==> src/hw/rtl/teleop_velocity_shaper_core_defines.svh <==
// ----------------------------------------------------------------------------
// teleop velocity shaper assertion macros
// shared assertion forms used by the shaper rtl
// ----------------------------------------------------------------------------
`ifndef TELEOP_VELOCITY_SHAPER_CORE_DEFINES_SVH
`define TELEOP_VELOCITY_SHAPER_CORE_DEFINES_SVH

// same-cycle implication
`define TVS_ASSERT_NOW(label, ante, cons, msg) \
	label: assert property (@(posedge clk) disable iff (!arst_n) (ante) |-> (cons)) \
		else $error(msg);

// next-cycle implication
`define TVS_ASSERT_NEXT(label, ante, cons, msg) \
	label: assert property (@(posedge clk) disable iff (!arst_n) (ante) |=> (cons)) \
		else $error(msg);

`endif

==> src/hw/rtl/tvs_pkg.sv <==
// ----------------------------------------------------------------------------
// tvs_pkg
// types and constants shared by the velocity shaper core and its divide unit
// ----------------------------------------------------------------------------
package tvs_pkg;

	// config register indexes
	localparam logic [2:0] REG_MAX_FWD_NORMAL  = 3'd0;
	localparam logic [2:0] REG_MAX_SIDE_NORMAL = 3'd1;
	localparam logic [2:0] REG_MAX_TURN_NORMAL = 3'd2;
	localparam logic [2:0] REG_MAX_FWD_RUN     = 3'd3;
	localparam logic [2:0] REG_MAX_SIDE_RUN    = 3'd4;
	localparam logic [2:0] REG_MAX_TURN_RUN    = 3'd5;
	localparam logic [2:0] REG_ACCEL_TRANS     = 3'd6;
	localparam logic [2:0] REG_ACCEL_ROT       = 3'd7;

	localparam logic [5:0]  DIV_STEPS   = 6'd48;
	localparam logic [5:0]  ROOT_STEPS  = 6'd25;
	// ceil(2^45 / 15625): exact floor divide by 15625 for 31 bit dividends
	localparam logic [31:0] RECIP_15625 = 32'd2251799814;
	localparam logic [17:0] VEL_CAP     = 18'd131072;

	typedef struct packed {
		logic        start;
		logic        sqrt_mode;
		logic [49:0] num;
		logic [27:0] den;
		logic [5:0]  steps;
	} iter_req_t;

	typedef struct packed {
		logic        busy;
		logic [47:0] quot;
	} iter_rsp_t;

endpackage

==> src/hw/rtl/tvs_iter.sv <==
// ----------------------------------------------------------------------------
// tvs_iter
// bit-serial restoring divider and digit-by-digit square root on one subtractor
// ----------------------------------------------------------------------------
module tvs_iter (
	input  logic              clk,
	input  logic              arst_n,
	input  tvs_pkg::iter_req_t req,
	output tvs_pkg::iter_rsp_t rsp
);

	logic        busy_q;
	logic [5:0]  cnt_q;
	logic        sqrt_q;
	logic [49:0] num_q;
	logic [27:0] den_q;
	logic [27:0] rem_q;
	logic [47:0] quot_q;

	logic [29:0] cand;
	logic [29:0] sub;
	logic [29:0] diff;
	logic        ge;

	always_comb begin
		if (sqrt_q) begin
			cand = {rem_q, num_q[49:48]};
			sub  = {1'b0, quot_q[26:0], 2'b01};
		end else begin
			cand = {1'b0, rem_q, num_q[49]};
			sub  = {2'b00, den_q};
		end
		diff = cand - sub;
		ge   = (cand >= sub);
	end

	always_ff @(posedge clk or negedge arst_n) begin
		if (!arst_n) begin
			busy_q <= 1'b0;
			cnt_q  <= '0;
		end else if (req.start) begin
			busy_q <= 1'b1;
			cnt_q  <= req.steps;
		end else if (busy_q) begin
			cnt_q <= cnt_q - 6'd1;
			if (cnt_q == 6'd1) begin
				busy_q <= 1'b0;
			end
		end
	end

	always_ff @(posedge clk) begin
		if (req.start) begin
			sqrt_q <= req.sqrt_mode;
			num_q  <= req.num;
			den_q  <= req.den;
			rem_q  <= '0;
			quot_q <= '0;
		end else if (busy_q) begin
			rem_q  <= ge ? diff[27:0] : cand[27:0];
			quot_q <= {quot_q[46:0], ge};
			num_q  <= sqrt_q ? {num_q[47:0], 2'b00} : {num_q[48:0], 1'b0};
		end
	end

	assign rsp.busy = busy_q;
	assign rsp.quot = quot_q;

endmodule

==> src/hw/rtl/teleop_velocity_shaper_core.sv <==
// ----------------------------------------------------------------------------
// teleop_velocity_shaper_core
// joystick sample to velocity command with scaling, clamping and
// acceleration limiting through one shared multiplier and a serial divide unit
// ----------------------------------------------------------------------------
// channel   dir  signals                 item
// s_axis    in   s_tvalid/tready/tdata   one joystick sample
// m_axis    out  m_tvalid/tready/tdata   one velocity command
// cfg       in   cfg_we/addr/wdata       one register write, no wait
//
// sample without deadman: goes from accept straight to the finish step
// deadman sample at or past the timeout: scales the three axes, then finishes
// deadman sample within the timeout: also derives the step limits; a limited
//   planar step adds a 25 step root and two 48 step divides on the serial unit
// s_tready is high only in idle; a full output register stalls the finish step
// arst_n clears control, config to defaults and all history to zero
// ----------------------------------------------------------------------------
`include "teleop_velocity_shaper_core_defines.svh"

module teleop_velocity_shaper_core #(
	parameter int unsigned ACCEL_TIMEOUT_US = 250000
) (
	input  logic        clk,
	input  logic        arst_n,
	// deadman[0] run[1] send_goal[2] cancel_goal[3] dpad[7:4] goal_stored[8]
	// axes_present[11:9] axis_fwd[27:12] axis_side[43:28] axis_turn[59:44]
	// time_now[91:60] zero[95:92]
	input  logic [95:0] s_tdata,
	input  logic        s_tvalid,
	output logic        s_tready,
	// cmd_fwd[15:0] cmd_side[31:16] cmd_turn[47:32] cmd_active[48]
	// send_goal[49] cancel_goal[50] dpad_events[54:51] zero[55]
	output logic [55:0] m_tdata,
	output logic        m_tvalid,
	input  logic        m_tready,
	input  logic        cfg_we,
	input  logic [2:0]  cfg_addr,
	input  logic [23:0] cfg_wdata
);

	typedef enum logic [24:0] {
		S_IDLE   = 25'd1 << 0,
		S_MF     = 25'd1 << 1,
		S_MS     = 25'd1 << 2,
		S_MT     = 25'd1 << 3,
		S_RQ     = 25'd1 << 4,
		S_VT_MUL = 25'd1 << 5,
		S_VT_REC = 25'd1 << 6,
		S_VT_CAP = 25'd1 << 7,
		S_VR_MUL = 25'd1 << 8,
		S_VR_REC = 25'd1 << 9,
		S_VR_CAP = 25'd1 << 10,
		S_SQX    = 25'd1 << 11,
		S_SQY    = 25'd1 << 12,
		S_SQV    = 25'd1 << 13,
		S_CMP    = 25'd1 << 14,
		S_RT_GO  = 25'd1 << 15,
		S_RT_W   = 25'd1 << 16,
		S_FX_MUL = 25'd1 << 17,
		S_FX_GO  = 25'd1 << 18,
		S_FX_W   = 25'd1 << 19,
		S_FY_MUL = 25'd1 << 20,
		S_FY_GO  = 25'd1 << 21,
		S_FY_W   = 25'd1 << 22,
		S_TURN   = 25'd1 << 23,
		S_FIN    = 25'd1 << 24
	} state_t;

	state_t state_q, state_d;

	// config
	logic [14:0] mfn_q, msn_q, mtn_q, mfr_q, msr_q, mtr_q;
	logic [23:0] acc_t_q, acc_r_q;

	// history
	logic [31:0] last_q;
	logic [15:0] pf_q, ps_q, pt_q;
	logic [15:0] hf_q, hs_q, ht_q;

	// sample latched at accept
	logic        dead_q, run_q, send_q, cancel_q, goal_q;
	logic [3:0]  dpad_q;
	logic [2:0]  pres_q;
	logic [15:0] af_q, as_q, at_q;
	logic [31:0] now_q, dt_q;

	// working registers
	logic [63:0] p_q;
	logic [15:0] rf_q, rs_q, rt_q;
	logic [17:0] vt_q, vr_q;
	logic [33:0] d2_q;
	logic [24:0] m_q;

	// output register
	logic        m_tvalid_q;
	logic [15:0] o_fwd_q, o_side_q, o_turn_q;
	logic        o_act_q, o_send_q, o_cancel_q;
	logic [3:0]  o_dpad_q;

	logic        accept, fin_load, timeout;
	logic [14:0] max_f, max_s, max_t;
	logic [16:0] dx, dy, dw;
	logic [16:0] dxa, dya;
	logic [15:0] dxm, dym;
	logic [16:0] dwm;
	logic [31:0] mul_a, mul_b;
	logic [63:0] prod;
	logic [47:0] rnum;

	tvs_pkg::iter_req_t it_req;
	tvs_pkg::iter_rsp_t it_rsp;

	function automatic logic [15:0] mag16(input logic [15:0] v);
		return v[15] ? (~v + 16'd1) : v;
	endfunction

	function automatic logic [16:0] mag17(input logic [16:0] v);
		return v[16] ? (~v + 17'd1) : v;
	endfunction

	function automatic logic [16:0] sub17(input logic [15:0] a, input logic [15:0] b);
		return {a[15], a} - {b[15], b};
	endfunction

	// round half away from zero of |axis|*max/16384, clamp, restore sign, zero if absent
	function automatic logic [15:0] scale_req(input logic [47:0] p, input logic neg,
			input logic pres, input logic [14:0] maxv);
		logic [31:0] rnd;
		logic [17:0] q;
		logic [15:0] r;
		rnd = p[31:0] + 32'd8192;
		q   = rnd[31:14];
		if (q > {3'b000, maxv}) begin
			q = {3'b000, maxv};
		end
		r = q[15:0];
		if (neg) begin
			r = ~r + 16'd1;
		end
		if (!pres) begin
			r = '0;
		end
		return r;
	endfunction

	// prev +/- step, saturated to 16 bits
	function automatic logic [15:0] step_sat(input logic [15:0] prev, input logic neg,
			input logic [18:0] q);
		logic [19:0] ext;
		logic [19:0] s;
		logic [15:0] r;
		ext = {{4{prev[15]}}, prev};
		s   = neg ? (ext - {1'b0, q}) : (ext + {1'b0, q});
		if (!s[19] && (s[18:15] != 4'h0)) begin
			r = 16'h7FFF;
		end else if (s[19] && (s[18:15] != 4'hF)) begin
			r = 16'h8000;
		end else begin
			r = s[15:0];
		end
		return r;
	endfunction

	assign s_tready = (state_q == S_IDLE);
	assign accept   = s_tvalid && s_tready;
	assign fin_load = (state_q == S_FIN) && (!m_tvalid_q || m_tready);
	assign timeout  = (dt_q >= 32'(ACCEL_TIMEOUT_US));

	assign max_f = run_q ? mfr_q : mfn_q;
	assign max_s = run_q ? msr_q : msn_q;
	assign max_t = run_q ? mtr_q : mtn_q;

	// request minus previous, 17 bit signed
	assign dx  = sub17(rf_q, pf_q);
	assign dy  = sub17(rs_q, ps_q);
	assign dw  = sub17(rt_q, pt_q);
	assign dxa = mag17(dx);
	assign dya = mag17(dy);
	assign dxm = dxa[15:0];
	assign dym = dya[15:0];
	assign dwm = mag17(dw);

	// rounded divide numerator: |d|*vt*256 + m/2
	assign rnum = {p_q[39:0], 8'h00} + {24'h000000, m_q[24:1]};

	// shared multiplier operand select
	always_comb begin
		mul_a = '0;
		mul_b = '0;
		case (state_q)
			S_MF: begin
				mul_a = {16'h0000, mag16(af_q)};
				mul_b = {17'h00000, max_f};
			end
			S_MS: begin
				mul_a = {16'h0000, mag16(as_q)};
				mul_b = {17'h00000, max_s};
			end
			S_MT: begin
				mul_a = {16'h0000, mag16(at_q)};
				mul_b = {17'h00000, max_t};
			end
			S_VT_MUL: begin
				mul_a = {8'h00, acc_t_q};
				mul_b = {8'h00, dt_q[23:0]};
			end
			S_VR_MUL: begin
				mul_a = {8'h00, acc_r_q};
				mul_b = {8'h00, dt_q[23:0]};
			end
			// divide by one million: drop 6 bits, then multiply by 2^45 / 15625;
			// a product of 2^37 or more is past the cap, so it saturates
			S_VT_REC, S_VR_REC: begin
				mul_a = (p_q[63:37] != '0) ? 32'h7FFF_FFFF : {1'b0, p_q[36:6]};
				mul_b = tvs_pkg::RECIP_15625;
			end
			S_SQX: begin
				mul_a = {16'h0000, dxm};
				mul_b = {16'h0000, dxm};
			end
			S_SQY: begin
				mul_a = {16'h0000, dym};
				mul_b = {16'h0000, dym};
			end
			S_SQV: begin
				mul_a = {14'h0000, vt_q};
				mul_b = {14'h0000, vt_q};
			end
			S_FX_MUL: begin
				mul_a = {16'h0000, dxm};
				mul_b = {14'h0000, vt_q};
			end
			S_FY_MUL: begin
				mul_a = {16'h0000, dym};
				mul_b = {14'h0000, vt_q};
			end
			default: begin
				mul_a = '0;
				mul_b = '0;
			end
		endcase
	end

	assign prod = mul_a * mul_b;

	// divide / root unit requests
	always_comb begin
		it_req = '0;
		case (state_q)
			S_RT_GO: begin
				it_req.start     = 1'b1;
				it_req.sqrt_mode = 1'b1;
				it_req.num       = {d2_q, 16'h0000};
				it_req.steps     = tvs_pkg::ROOT_STEPS;
			end
			S_FX_GO, S_FY_GO: begin
				it_req.start = 1'b1;
				it_req.num   = {rnum, 2'b00};
				it_req.den   = {3'b000, m_q};
				it_req.steps = tvs_pkg::DIV_STEPS;
			end
			default: begin
				it_req = '0;
			end
		endcase
	end

	tvs_iter u_iter (
		.clk    (clk),
		.arst_n (arst_n),
		.req    (it_req),
		.rsp    (it_rsp)
	);

	// sequencer
	always_comb begin
		state_d = state_q;
		case (state_q)
			S_IDLE:   if (accept) begin
				state_d = s_tdata[0] ? S_MF : S_FIN;
			end
			S_MF:     state_d = S_MS;
			S_MS:     state_d = S_MT;
			S_MT:     state_d = S_RQ;
			S_RQ:     state_d = timeout ? S_FIN : S_VT_MUL;
			S_VT_MUL: state_d = S_VT_REC;
			S_VT_REC: state_d = S_VT_CAP;
			S_VT_CAP: state_d = S_VR_MUL;
			S_VR_MUL: state_d = S_VR_REC;
			S_VR_REC: state_d = S_VR_CAP;
			S_VR_CAP: state_d = S_SQX;
			S_SQX:    state_d = S_SQY;
			S_SQY:    state_d = S_SQV;
			S_SQV:    state_d = S_CMP;
			// p_q holds vt squared here
			S_CMP:    state_d = ({30'h00000000, d2_q} > p_q) ? S_RT_GO : S_TURN;
			S_RT_GO:  state_d = S_RT_W;
			S_RT_W:   if (!it_rsp.busy) begin
				state_d = S_FX_MUL;
			end
			S_FX_MUL: state_d = S_FX_GO;
			S_FX_GO:  state_d = S_FX_W;
			S_FX_W:   if (!it_rsp.busy) begin
				state_d = S_FY_MUL;
			end
			S_FY_MUL: state_d = S_FY_GO;
			S_FY_GO:  state_d = S_FY_W;
			S_FY_W:   if (!it_rsp.busy) begin
				state_d = S_TURN;
			end
			S_TURN:   state_d = S_FIN;
			S_FIN:    if (fin_load) begin
				state_d = S_IDLE;
			end
			default:  state_d = S_IDLE;
		endcase
	end

	// control, config and history
	always_ff @(posedge clk or negedge arst_n) begin
		if (!arst_n) begin
			state_q    <= S_IDLE;
			m_tvalid_q <= 1'b0;
			mfn_q      <= 15'd600;
			msn_q      <= 15'd600;
			mtn_q      <= 15'd800;
			mfr_q      <= 15'd600;
			msr_q      <= 15'd600;
			mtr_q      <= 15'd800;
			acc_t_q    <= 24'd100000;
			acc_r_q    <= 24'd100000;
			last_q     <= '0;
			pf_q       <= '0;
			ps_q       <= '0;
			pt_q       <= '0;
			hf_q       <= '0;
			hs_q       <= '0;
			ht_q       <= '0;
		end else begin
			state_q <= state_d;
			if (m_tvalid_q && m_tready) begin
				m_tvalid_q <= 1'b0;
			end
			if (fin_load) begin
				m_tvalid_q <= 1'b1;
				if (dead_q) begin
					last_q <= now_q;
					hf_q   <= rf_q;
					hs_q   <= rs_q;
					ht_q   <= rt_q;
					// a gap at or past the timeout restarts limiting from rest
					pf_q   <= timeout ? 16'h0000 : rf_q;
					ps_q   <= timeout ? 16'h0000 : rs_q;
					pt_q   <= timeout ? 16'h0000 : rt_q;
				end
			end
			if (cfg_we) begin
				case (cfg_addr)
					tvs_pkg::REG_MAX_FWD_NORMAL:  mfn_q   <= cfg_wdata[14:0];
					tvs_pkg::REG_MAX_SIDE_NORMAL: msn_q   <= cfg_wdata[14:0];
					tvs_pkg::REG_MAX_TURN_NORMAL: mtn_q   <= cfg_wdata[14:0];
					tvs_pkg::REG_MAX_FWD_RUN:     mfr_q   <= cfg_wdata[14:0];
					tvs_pkg::REG_MAX_SIDE_RUN:    msr_q   <= cfg_wdata[14:0];
					tvs_pkg::REG_MAX_TURN_RUN:    mtr_q   <= cfg_wdata[14:0];
					tvs_pkg::REG_ACCEL_TRANS:     acc_t_q <= cfg_wdata;
					tvs_pkg::REG_ACCEL_ROT:       acc_r_q <= cfg_wdata;
					default: ;
				endcase
			end
		end
	end

	// datapath
	always_ff @(posedge clk) begin
		p_q <= prod;
		case (state_q)
			S_IDLE: if (accept) begin
				dead_q   <= s_tdata[0];
				run_q    <= s_tdata[1];
				send_q   <= s_tdata[2];
				cancel_q <= s_tdata[3];
				dpad_q   <= s_tdata[7:4];
				goal_q   <= s_tdata[8];
				pres_q   <= s_tdata[11:9];
				af_q     <= s_tdata[27:12];
				as_q     <= s_tdata[43:28];
				at_q     <= s_tdata[59:44];
				now_q    <= s_tdata[91:60];
				dt_q     <= s_tdata[91:60] - last_q;
			end
			S_MS: rf_q <= scale_req(p_q[47:0], af_q[15], pres_q[0], max_f);
			S_MT: rs_q <= scale_req(p_q[47:0], as_q[15], pres_q[1], max_s);
			S_RQ: rt_q <= scale_req(p_q[47:0], at_q[15], pres_q[2], max_t);
			// quotient sits in bits 62:45 of the reciprocal product
			S_VT_CAP: vt_q <= (p_q[62:45] > tvs_pkg::VEL_CAP) ?
				tvs_pkg::VEL_CAP : p_q[62:45];
			S_VR_CAP: vr_q <= (p_q[62:45] > tvs_pkg::VEL_CAP) ?
				tvs_pkg::VEL_CAP : p_q[62:45];
			S_SQY: d2_q <= p_q[33:0];
			S_SQV: d2_q <= d2_q + p_q[33:0];
			S_RT_W: if (!it_rsp.busy) begin
				m_q <= it_rsp.quot[24:0];
			end
			// quotient stays within vt + 1, direction kept by the sign of d
			S_FX_W: if (!it_rsp.busy) begin
				rf_q <= step_sat(pf_q, dx[16], it_rsp.quot[18:0]);
			end
			S_FY_W: if (!it_rsp.busy) begin
				rs_q <= step_sat(ps_q, dy[16], it_rsp.quot[18:0]);
			end
			S_TURN: if ({1'b0, dwm} > vr_q) begin
				rt_q <= step_sat(pt_q, dw[16], {1'b0, vr_q});
			end
			default: ;
		endcase
		if (fin_load) begin
			o_fwd_q    <= dead_q ? rf_q : hf_q;
			o_side_q   <= dead_q ? rs_q : hs_q;
			o_turn_q   <= dead_q ? rt_q : ht_q;
			o_act_q    <= dead_q;
			o_send_q   <= dead_q && goal_q && send_q;
			o_cancel_q <= dead_q && cancel_q;
			o_dpad_q   <= dpad_q;
		end
	end

	assign m_tvalid = m_tvalid_q;
	assign m_tdata  = {1'b0, o_dpad_q, o_cancel_q, o_send_q, o_act_q,
		o_turn_q, o_side_q, o_fwd_q};

	`TVS_ASSERT_NOW(a_idle_unit_free, s_tready, !it_rsp.busy, "divide unit busy in idle")
	`TVS_ASSERT_NEXT(a_accept_leaves_idle, accept, state_q != S_IDLE, "accept did not start work")
	`TVS_ASSERT_NEXT(a_fin_sets_valid, fin_load, m_tvalid_q, "finished item not presented")
	`TVS_ASSERT_NOW(a_vt_capped, state_q == S_FX_MUL, vt_q <= tvs_pkg::VEL_CAP,
		"translational step above cap")

endmodule
==> config.mk <==
export PLATFORM = sky130hd
export DESIGN_NAME = teleop_velocity_shaper_core
export DESIGN_NICKNAME = d
export VERILOG_FILES = /design/src/hw/rtl/tvs_pkg.sv /design/src/hw/rtl/tvs_iter.sv /design/src/hw/rtl/teleop_velocity_shaper_core.sv
export VERILOG_INCLUDE_DIRS = /design/src /design/src/hw/rtl
export SDC_FILE = /design/constraint.sdc
export NUM_CORES = 2
export LEC_CHECK = 0
export BUFFER_PORTS_ARGS = -buffer_cell sky130_fd_sc_hd__buf_4
export CAP_MARGIN = 20
export CORE_UTILIZATION = 35
export DETAILED_ROUTE_END_ITERATION = 10
export SYNTH_ARGS = -nofsm -noshare
export SYNTH_HDL_FRONTEND = slang
export SYNTH_SLANG_ARGS = --single-unit
==> constraint.sdc <==
create_clock -name clk -period 14.05 [get_ports clk]
set_clock_uncertainty 0.2 [all_clocks]
set_input_delay 3.5125 -clock clk [delete_from_list [all_inputs] [get_ports clk]]
set_output_delay 3.5125 -clock clk [all_outputs]
set_load 0.02 [all_outputs]
=== Word-level counts from Yosys, hierarchy flattened ===
Index checks and enable logic that the tools add are counted.

* Flip-flop bits (word level): 819
* Word-level logic and storage cells: 260
* Output and inout bits: 58
* Input port bits: 128

* $lt $le $gt $ge: 8
* Equal/unequal tests: 42
* $add $sub $neg: 24
* Multipliers: 1
* Multiplexer cells: 73
* Bitwise operators: 10
* Reduce and logical (&&, ||, !) cells: 50

{| class="wikitable"
|+ Operator list
! operator !! count
|-
| 25-bit case mux with 25 select lines || 1
|-
| 16-bit 2-to-1 mux || 32
|-
| 31-bit case mux with 9 select lines || 1
|-
| 32-bit case mux with 8 select lines || 1
|-
| 25-bit 2-to-1 mux || 7
|-
| 50-bit 2-to-1 mux || 3
|-
| 16-bit by 1-bit adder with 16-bit output, second input constant || 8
|-
| 16-bit NOT || 8
|-
| 50-bit case mux with 2 select lines || 1
|-
| 16-bit case mux with 2 select lines || 3
|-
| 34-bit case mux with 2 select lines || 1
|-
| 34-bit by 64-bit greater-than comparator with 1-bit output || 1
|-
| 32-bit by 32-bit multiplier with 64-bit output || 1
|-
| 20-bit 2-to-1 mux || 3
|-
| 18-bit by 15-bit greater-than comparator with 1-bit output || 3
|-
| 16-bit by 16-bit subtractor with 17-bit output || 3
|-
| 48-bit by 24-bit adder with 48-bit output || 1
|-
| 15-bit 2-to-1 mux || 3
|-
| 20-bit by 19-bit adder with 20-bit output || 2
|-
| 20-bit by 19-bit subtractor with 20-bit output || 2
|-
| 34-bit adder || 1
|-
| 32-bit by 14-bit adder with 32-bit output, second input constant || 1
|-
| 32-bit by 18-bit >= comparator with 1-bit output, second input constant || 1
|-
| 32-bit subtractor || 1
|-
| 63 further kinds || 119
|}

=== Logic depth before layout (Yosys ltp) ===
* Depth after elaboration: 9
* Mapped depth: 46
* Depth with buffers taken out: 44

=== Cells and area by module ===
A second synthesis with hierarchy kept.

* Cell total of the unflattened synthesis: 8321
* Area total of the unflattened synthesis: 79627.6 sq um

{| class="wikitable"
|+ By module, submodules not included
! module !! cells each !! area an instance (sq um) !! instances !! seq. area each (sq um)
|-
| teleop_velocity_shaper_core || 7459 || 70839.2 || 1 || 18301.3
|-
| tvs_iter || 862 || 8788.4 || 1 || 4068.9
|}

=== Worst setup path after synthesis ===
No wires, ideal clock.

* Path kind: register to register
* Start: reg rs_q[2]
* End: reg p_q[60]
* Stages on the path, launching flop included: 41
* Period minus slack after synthesis: 10.583 ns
* Setup time: 0.124 ns
* Arrival time: 10.259 ns
* Data required time: 13.726 ns
* Slack: 3.467 ns
* Buffers on the path: 1
* Cells stage by stage: edfxtp_1 ha_1 nor2b_1 o31a_1 o311ai_2 o31ai_2 a311o_1 xor2_1 or4_1 a22oi_1 xor2_1 or2_1 nand3_1 buf_2 nand2_1 fa_1 inv_1 fa_1 [5 not listed] fa_1 fa_1 inv_1 fa_1 inv_1 ha_1 and3_1 o21ai_0 or4_1 a21oi_1 nor2_1 or2_2 a31oi_1 o21bai_1 o21a_1 nor2_1 a311oi_1 xnor2_1

* Longest elaborated chain between the ends: 6
* Elaborated cells between the ends (all ways): 7
* Those cells by class: add/sub: 2; mul: 1; mux: 3; bitwise: 1

{| class="wikitable"
|+ Ends and longest elaborated chain
! what !! RTL line !! RTL
|-
| from (decl) || teleop_velocity_shaper_core.sv:89 || <nowiki>logic [15:0] rf_q, rs_q, rt_q;</nowiki>
|-
| from (signal assigned) || teleop_velocity_shaper_core.sv:392 || <nowiki>S_MT: rs_q <= scale_req(p_q[47:0], as_q[15], pres_q[1], max_s);</nowiki>
|-
| from (signal assigned) || teleop_velocity_shaper_core.sv:409 || <nowiki>rs_q <= step_sat(ps_q, dy[16], it_rsp.quot[18:0]);</nowiki>
|-
| 16-bit by 16-bit subtractor with 17-bit output (*) || teleop_velocity_shaper_core.sv:122 || <nowiki>return {a[15], a} - {b[15], b};</nowiki>
|-
| 16-bit NOT || teleop_velocity_shaper_core.sv:118 || <nowiki>return v[16] ? (~v + 17'd1) : v;</nowiki>
|-
| 16-bit by 1-bit adder with 16-bit output || teleop_velocity_shaper_core.sv:118 ||
|-
| 16-bit 2-to-1 mux (*) || teleop_velocity_shaper_core.sv:118 ||
|-
| 31-bit case mux with 9 select lines or 32-bit case mux with 8 select lines (tied branches) || teleop_velocity_shaper_core.sv:190 || <nowiki>case (state_q)</nowiki>
|-
| 32-bit by 32-bit multiplier with 64-bit output (*) || teleop_velocity_shaper_core.sv:244 || <nowiki>assign prod = mul_a * mul_b;</nowiki>
|-
| via prod[60] || teleop_velocity_shaper_core.sv:107 || <nowiki>logic [63:0] prod;</nowiki>
|-
| to (signal assigned) || teleop_velocity_shaper_core.sv:375 || <nowiki>p_q <= prod;</nowiki>
|-
| to (decl) || teleop_velocity_shaper_core.sv:88 || <nowiki>logic [63:0] p_q;</nowiki>
|}

The timed path passes the listed nets; every way through them passes the cells marked *.
A chain may end at the register's enable or synchronous reset.

=== Final worst setup path ===
* Start: reg rf_q[2]
* End: reg p_q[56]

* Longest elaborated chain between the ends: 6
* Elaborated cells between the ends (all ways): 7
* Those cells by class: add/sub: 2; mul: 1; mux: 3; bitwise: 1

{| class="wikitable"
|+ Ends and longest elaborated chain
! what !! RTL line !! RTL
|-
| from (decl) || teleop_velocity_shaper_core.sv:89 ||
|-
| from (signal assigned) || teleop_velocity_shaper_core.sv:391 || <nowiki>S_MS: rf_q <= scale_req(p_q[47:0], af_q[15], pres_q[0], max_f);</nowiki>
|-
| from (signal assigned) || teleop_velocity_shaper_core.sv:406 || <nowiki>rf_q <= step_sat(pf_q, dx[16], it_rsp.quot[18:0]);</nowiki>
|-
| 16-bit by 16-bit subtractor with 17-bit output (*) || teleop_velocity_shaper_core.sv:122 ||
|-
| 16-bit NOT || teleop_velocity_shaper_core.sv:118 ||
|-
| 16-bit by 1-bit adder with 16-bit output || teleop_velocity_shaper_core.sv:118 ||
|-
| 16-bit 2-to-1 mux (*) || teleop_velocity_shaper_core.sv:118 ||
|-
| 31-bit case mux with 9 select lines or 32-bit case mux with 8 select lines (tied branches) || teleop_velocity_shaper_core.sv:190 ||
|-
| 32-bit by 32-bit multiplier with 64-bit output (*) || teleop_velocity_shaper_core.sv:244 ||
|-
| via prod[56] || teleop_velocity_shaper_core.sv:107 ||
|}

Marked as above.

==> impl_metrics.py <==
metrics = {
    "routing": {
        "wl_per_cell_microns": 22.99,
        "drtIter0Drc": 5122,
        "wl_mm": 258.5,
        "via_per_inst": 5.388,
        "dr.pass1.iters": 7,
        "drc_errors": 0,
        "route.vias.total": 60577,
        "drtAntennaViolNets": 0,
    },
    "sta": {
        "slew_viol_final": 0,
        "timing.final.crit_share": 0.9105,
        "slew_headroom": 0.1180,
        "fmax_mhz": 78.17,
        "rsz0062_at_grt": "no",
        "hold_viol": 0,
        "tightest_slew_ns": 1.323,
        "finalSetupViolCount": 0,
        "finalSetupTns_ns": 0,
        "period_minus_slack_ns": 12.79,
    },
    "finish": {
        "final_area_sq_um": 86350,
        "mostFrequentLayoutCells": "inv_1 (1106), nand2_1 (813), fa_1 (723), ha_1 (628), nor2_1 (466)",
        "fillers": 21772,
        "syn_to_final_growth_pct": 10.81,
        "final_common_cell": "inv_1",
        "drive_gt1_frac": 0.1104,
        "final_util": 0.3919,
        "fin_nets": 9682,
    },
    "synth": {
        "ys_top_cells_by_area": "fa_1 (19%), edfxtp_1 (15%), ha_1 (10%)",
        "ys_ff_latch": 814,
        "ys_seq_area_frac": 0.2797,
        "synth_edf_count": 396,
        "yosysWarnings": 0,
        "synth_area_leader_cell": "fa_1",
        "yosys.cell_types.count": 99,
        "avgSynthCellArea_sq_um": 9.680,
        "netlist_instances": 8051,
        "synthArstFlopShare": 0.3673,
        "synth_ff_type": "edfxtp_1",
        "synth.top_cell.area_share": 0.1857,
        "mappedNetlistArea_sq_um": 77930,
    },
    "global_route": {
        "grt_pass1_vias": 60829,
        "overflow": 0,
        "track_usage": 0.2289,
        "grt_start_max_net_pins": 160,
        "grt_pass1_wl_mm": 386.5,
        "antenna_found_initial": 13,
    },
    "cts": {
        "cts_num_sinks": 814,
        "post_cts_buffers": 0,
        "cts_resized": 0,
        "path_clk_slew_ns": 0.07,
        "root_buffer": "clkbuf_16",
        "clk_latency_ns": 0.78,
        "cts_htree_levels": 3,
        "cts_hold_buf": 0,
        "cts_tree": "built",
        "clk_path_buf_depth": 3,
        "cts_buffers": 91,
    },
    "pwr": {
        "power_frac_clock": 0.258,
        "switching_share": 0.4023,
        "seq_power_share": 0.354,
        "irDropWorstVdd_mv": 0.1179,
        "switching_power_mw": 3.860,
        "powerDensity_nw_per_um2": 111.1,
        "comb_power_share": 0.388,
        "power.leakage_nw": 38.18,
        "intPower_mw": 5.734,
    },
    "critical_path": {
        "worstSetupPathDepth": 38,
        "crit_start": "rf_q[2]",
        "critPathRequiredTime_ns": 14.52,
        "crit_end": "p_q[56]",
        "path_class": "reg -> reg",
        "crit_buf_inv": 4,
        "path_max_fanout": 22,
        "critPathCaptureType": "flip-flop",
        "arrival_ns": 13.26,
        "crit_path_top_delay_cell": "a2111oi_2",
        "cp-start-kind": "flip-flop",
        "r2r-end": "p_q[56]",
        "cpMostUsedCell": "fa_1",
        "r2r_setup_slack_ns": 1.26,
        "reg2reg_from": "rf_q[2]",
        "slowest_delay_ns": 0.91,
        "cpLargestDelayFamily": "adder cells",
        "ff2ff_path_depth": 38,
    },
    "floorplanning": {
        "start_util": 0.3536,
        "die_y_microns": 473.9,
        "die_w_microns": 473.9,
        "placementRows": 172,
        "boundaryPins": 186,
        "dieArea_sq_um": 224600,
        "core_sq_um": 220400,
    },
    "place": {
        "io_buffers": 180,
        "gp_routability_congestion": 1.031,
        "place_area_sq_um": 83310,
        "dp_hpwl_mm": 204.3,
    },
    "flow_run": {
        "cap_viol_max_count": 0,
    },
    "min_path": {
        "hp-class": "reg -> reg",
    },
    "run_status": {
        "status": "completed",
    },
}
==> power groups by stage <==
stage / Clock (mW) / Combinational [mW] / Sequential [mW]
3_3_place_gp: 0 / 3.59 / 3.41
4_1_cts: 2.53 / 3.66 / 3.39
3_5_place_dp: 0 / 3.63 / 3.43
5_1_grt: 2.61 / 4.02 / 3.43
2_1_floorplan: 0 / 2.36 / 3.30
6_report: 2.48 / 3.72 / 3.39
==> cells by family (layout without fill, tap and decap cells) <==
group | after synthesis | count (layout) | synth area share
AOI/OAI and AO/OA | 1481 | 1481 | 0.1247
xor gates and xnor gates | 422 | 422 | 0.04778
adders and majority gates | 1351 | 1351 | 0.2866
buffers and inverters | 1464 | 1619 | 0.07130
DFF | 814 | 814 | 0.2797
muxes | 486 | 486 | 0.06865
other | 2 | 81 | 0.00009637
and+or+nand+nor | 2031 | 2031 | 0.1212
==> routing by layer <==
metal | vias up | wire (microns) | track usage
li1 | 27503 | - | -
met1 | 30422 | 110900 | 0.3103
met2 | 2198 | 112700 | 0.3498
met3 | 446 | 22540 | 0.05105
met4 | 8 | 12320 | 0.09675
met5 | - | 61 | 0
==> flip-flops by register name, indices dropped and copies added, names as in the netlist, 18 cells and up <==
signal	count
dt_q	32
last_q	32
d2_q	34
state_q	25
u_iter.quot_q	27
u_iter.num_q	48
vt_q	18
now_q	32
p_q	64
vr_q	18
acc_t_q	24
acc_r_q	24
m_q	25
u_iter.den_q	25
u_iter.rem_q	28
==> cell usage after synthesis, types with 18 or more instances <==
cell,number
or4_1,25
inv_1,1108
ha_1,628
a21oi_1,344
o41ai_1,18
dfstp_2,35
nand4_1,57
dfxtp_1,119
nand2_1,813
o31ai_1,43
buf_1,23
o211ai_1,24
nor2b_1,66
or3_1,36
a21o_1,139
o21a_1,112
nand2b_1,61
a222oi_1,27
nor2_1,468
and3_1,42
mux2i_1,170
xor2_1,122
a211oi_1,30
mux2_2,308
fa_1,723
o221ai_1,49
or2_2,23
edfxtp_1,396
a221oi_1,21
o21bai_1,41
xnor2_1,298
nor3_1,90
and2_1,160
dfrtp_1,264
clkbuf_1,301
nor4_1,41
a31oi_1,43
o21ai_0,372
o22ai_1,28
nand3_1,83
buf_2,18
==> worst min-delay path by stage <==
stage | start | end | slack [ns] | cells past startpoint
6_report | dpad_q[0] | o_dpad_q[0] | 0.22 | 0
5_1_grt | dpad_q[2] | o_dpad_q[2] | 0.23 | 0
4_1_cts | dpad_q[2] | o_dpad_q[2] | 0.22 | 0
3_5_place_dp | dpad_q[2] | o_dpad_q[2] | 0.21 | 0
3_3_place_gp | dpad_q[1] | o_dpad_q[1] | 0.20 | 0
2_1_floorplan | dpad_q[0] | o_dpad_q[0] | 0.20 | 0
==> area by class of cell <==
cell class	instances	area [sq um]	share of cell area
flip-flops and latches	814	21800	0.2525
multi-input cells	5849	51090	0.5916
well taps	2958	3701	0.04286
repair buffers	335	2559	0.02963
diodes	3	7.507	0.00008694
inverters	1112	4175	0.04835
clock buffers	126	2550	0.02953
clock inverters	46	467.9	0.005419
==> worst reg2reg max path: cells and delay by family (launching register included) <==
kind                       cells  cell delay (ns)
AOI/OAI and AO/OA             13             3.89
xor gates and xnor gates       1             0.90
adders and majority gates     10             4.87
buffers and inverters          4             0.24
DFF                            1             0.49
and+or+nand+nor               10             2.14
==> per-stage QoR <==
step | total power, mW | setup WS [ns] | cells | hold WS (ns)
global placement | 7.008 | 1.484 | 11061 | 0.2013
floorplan | 5.655 | 3.467 | 8127 | 0.2003
detailed placement | 7.064 | 1.471 | 11065 | 0.2075
finish | 9.594 | 1.257 | 11243 | 0.2195
CTS | 9.575 | 1.425 | 11237 | 0.2224
global route | 10.05 | 0.8072 | 11242 | 0.2283
Note: power is estimated with default switching activity, not from simulation.
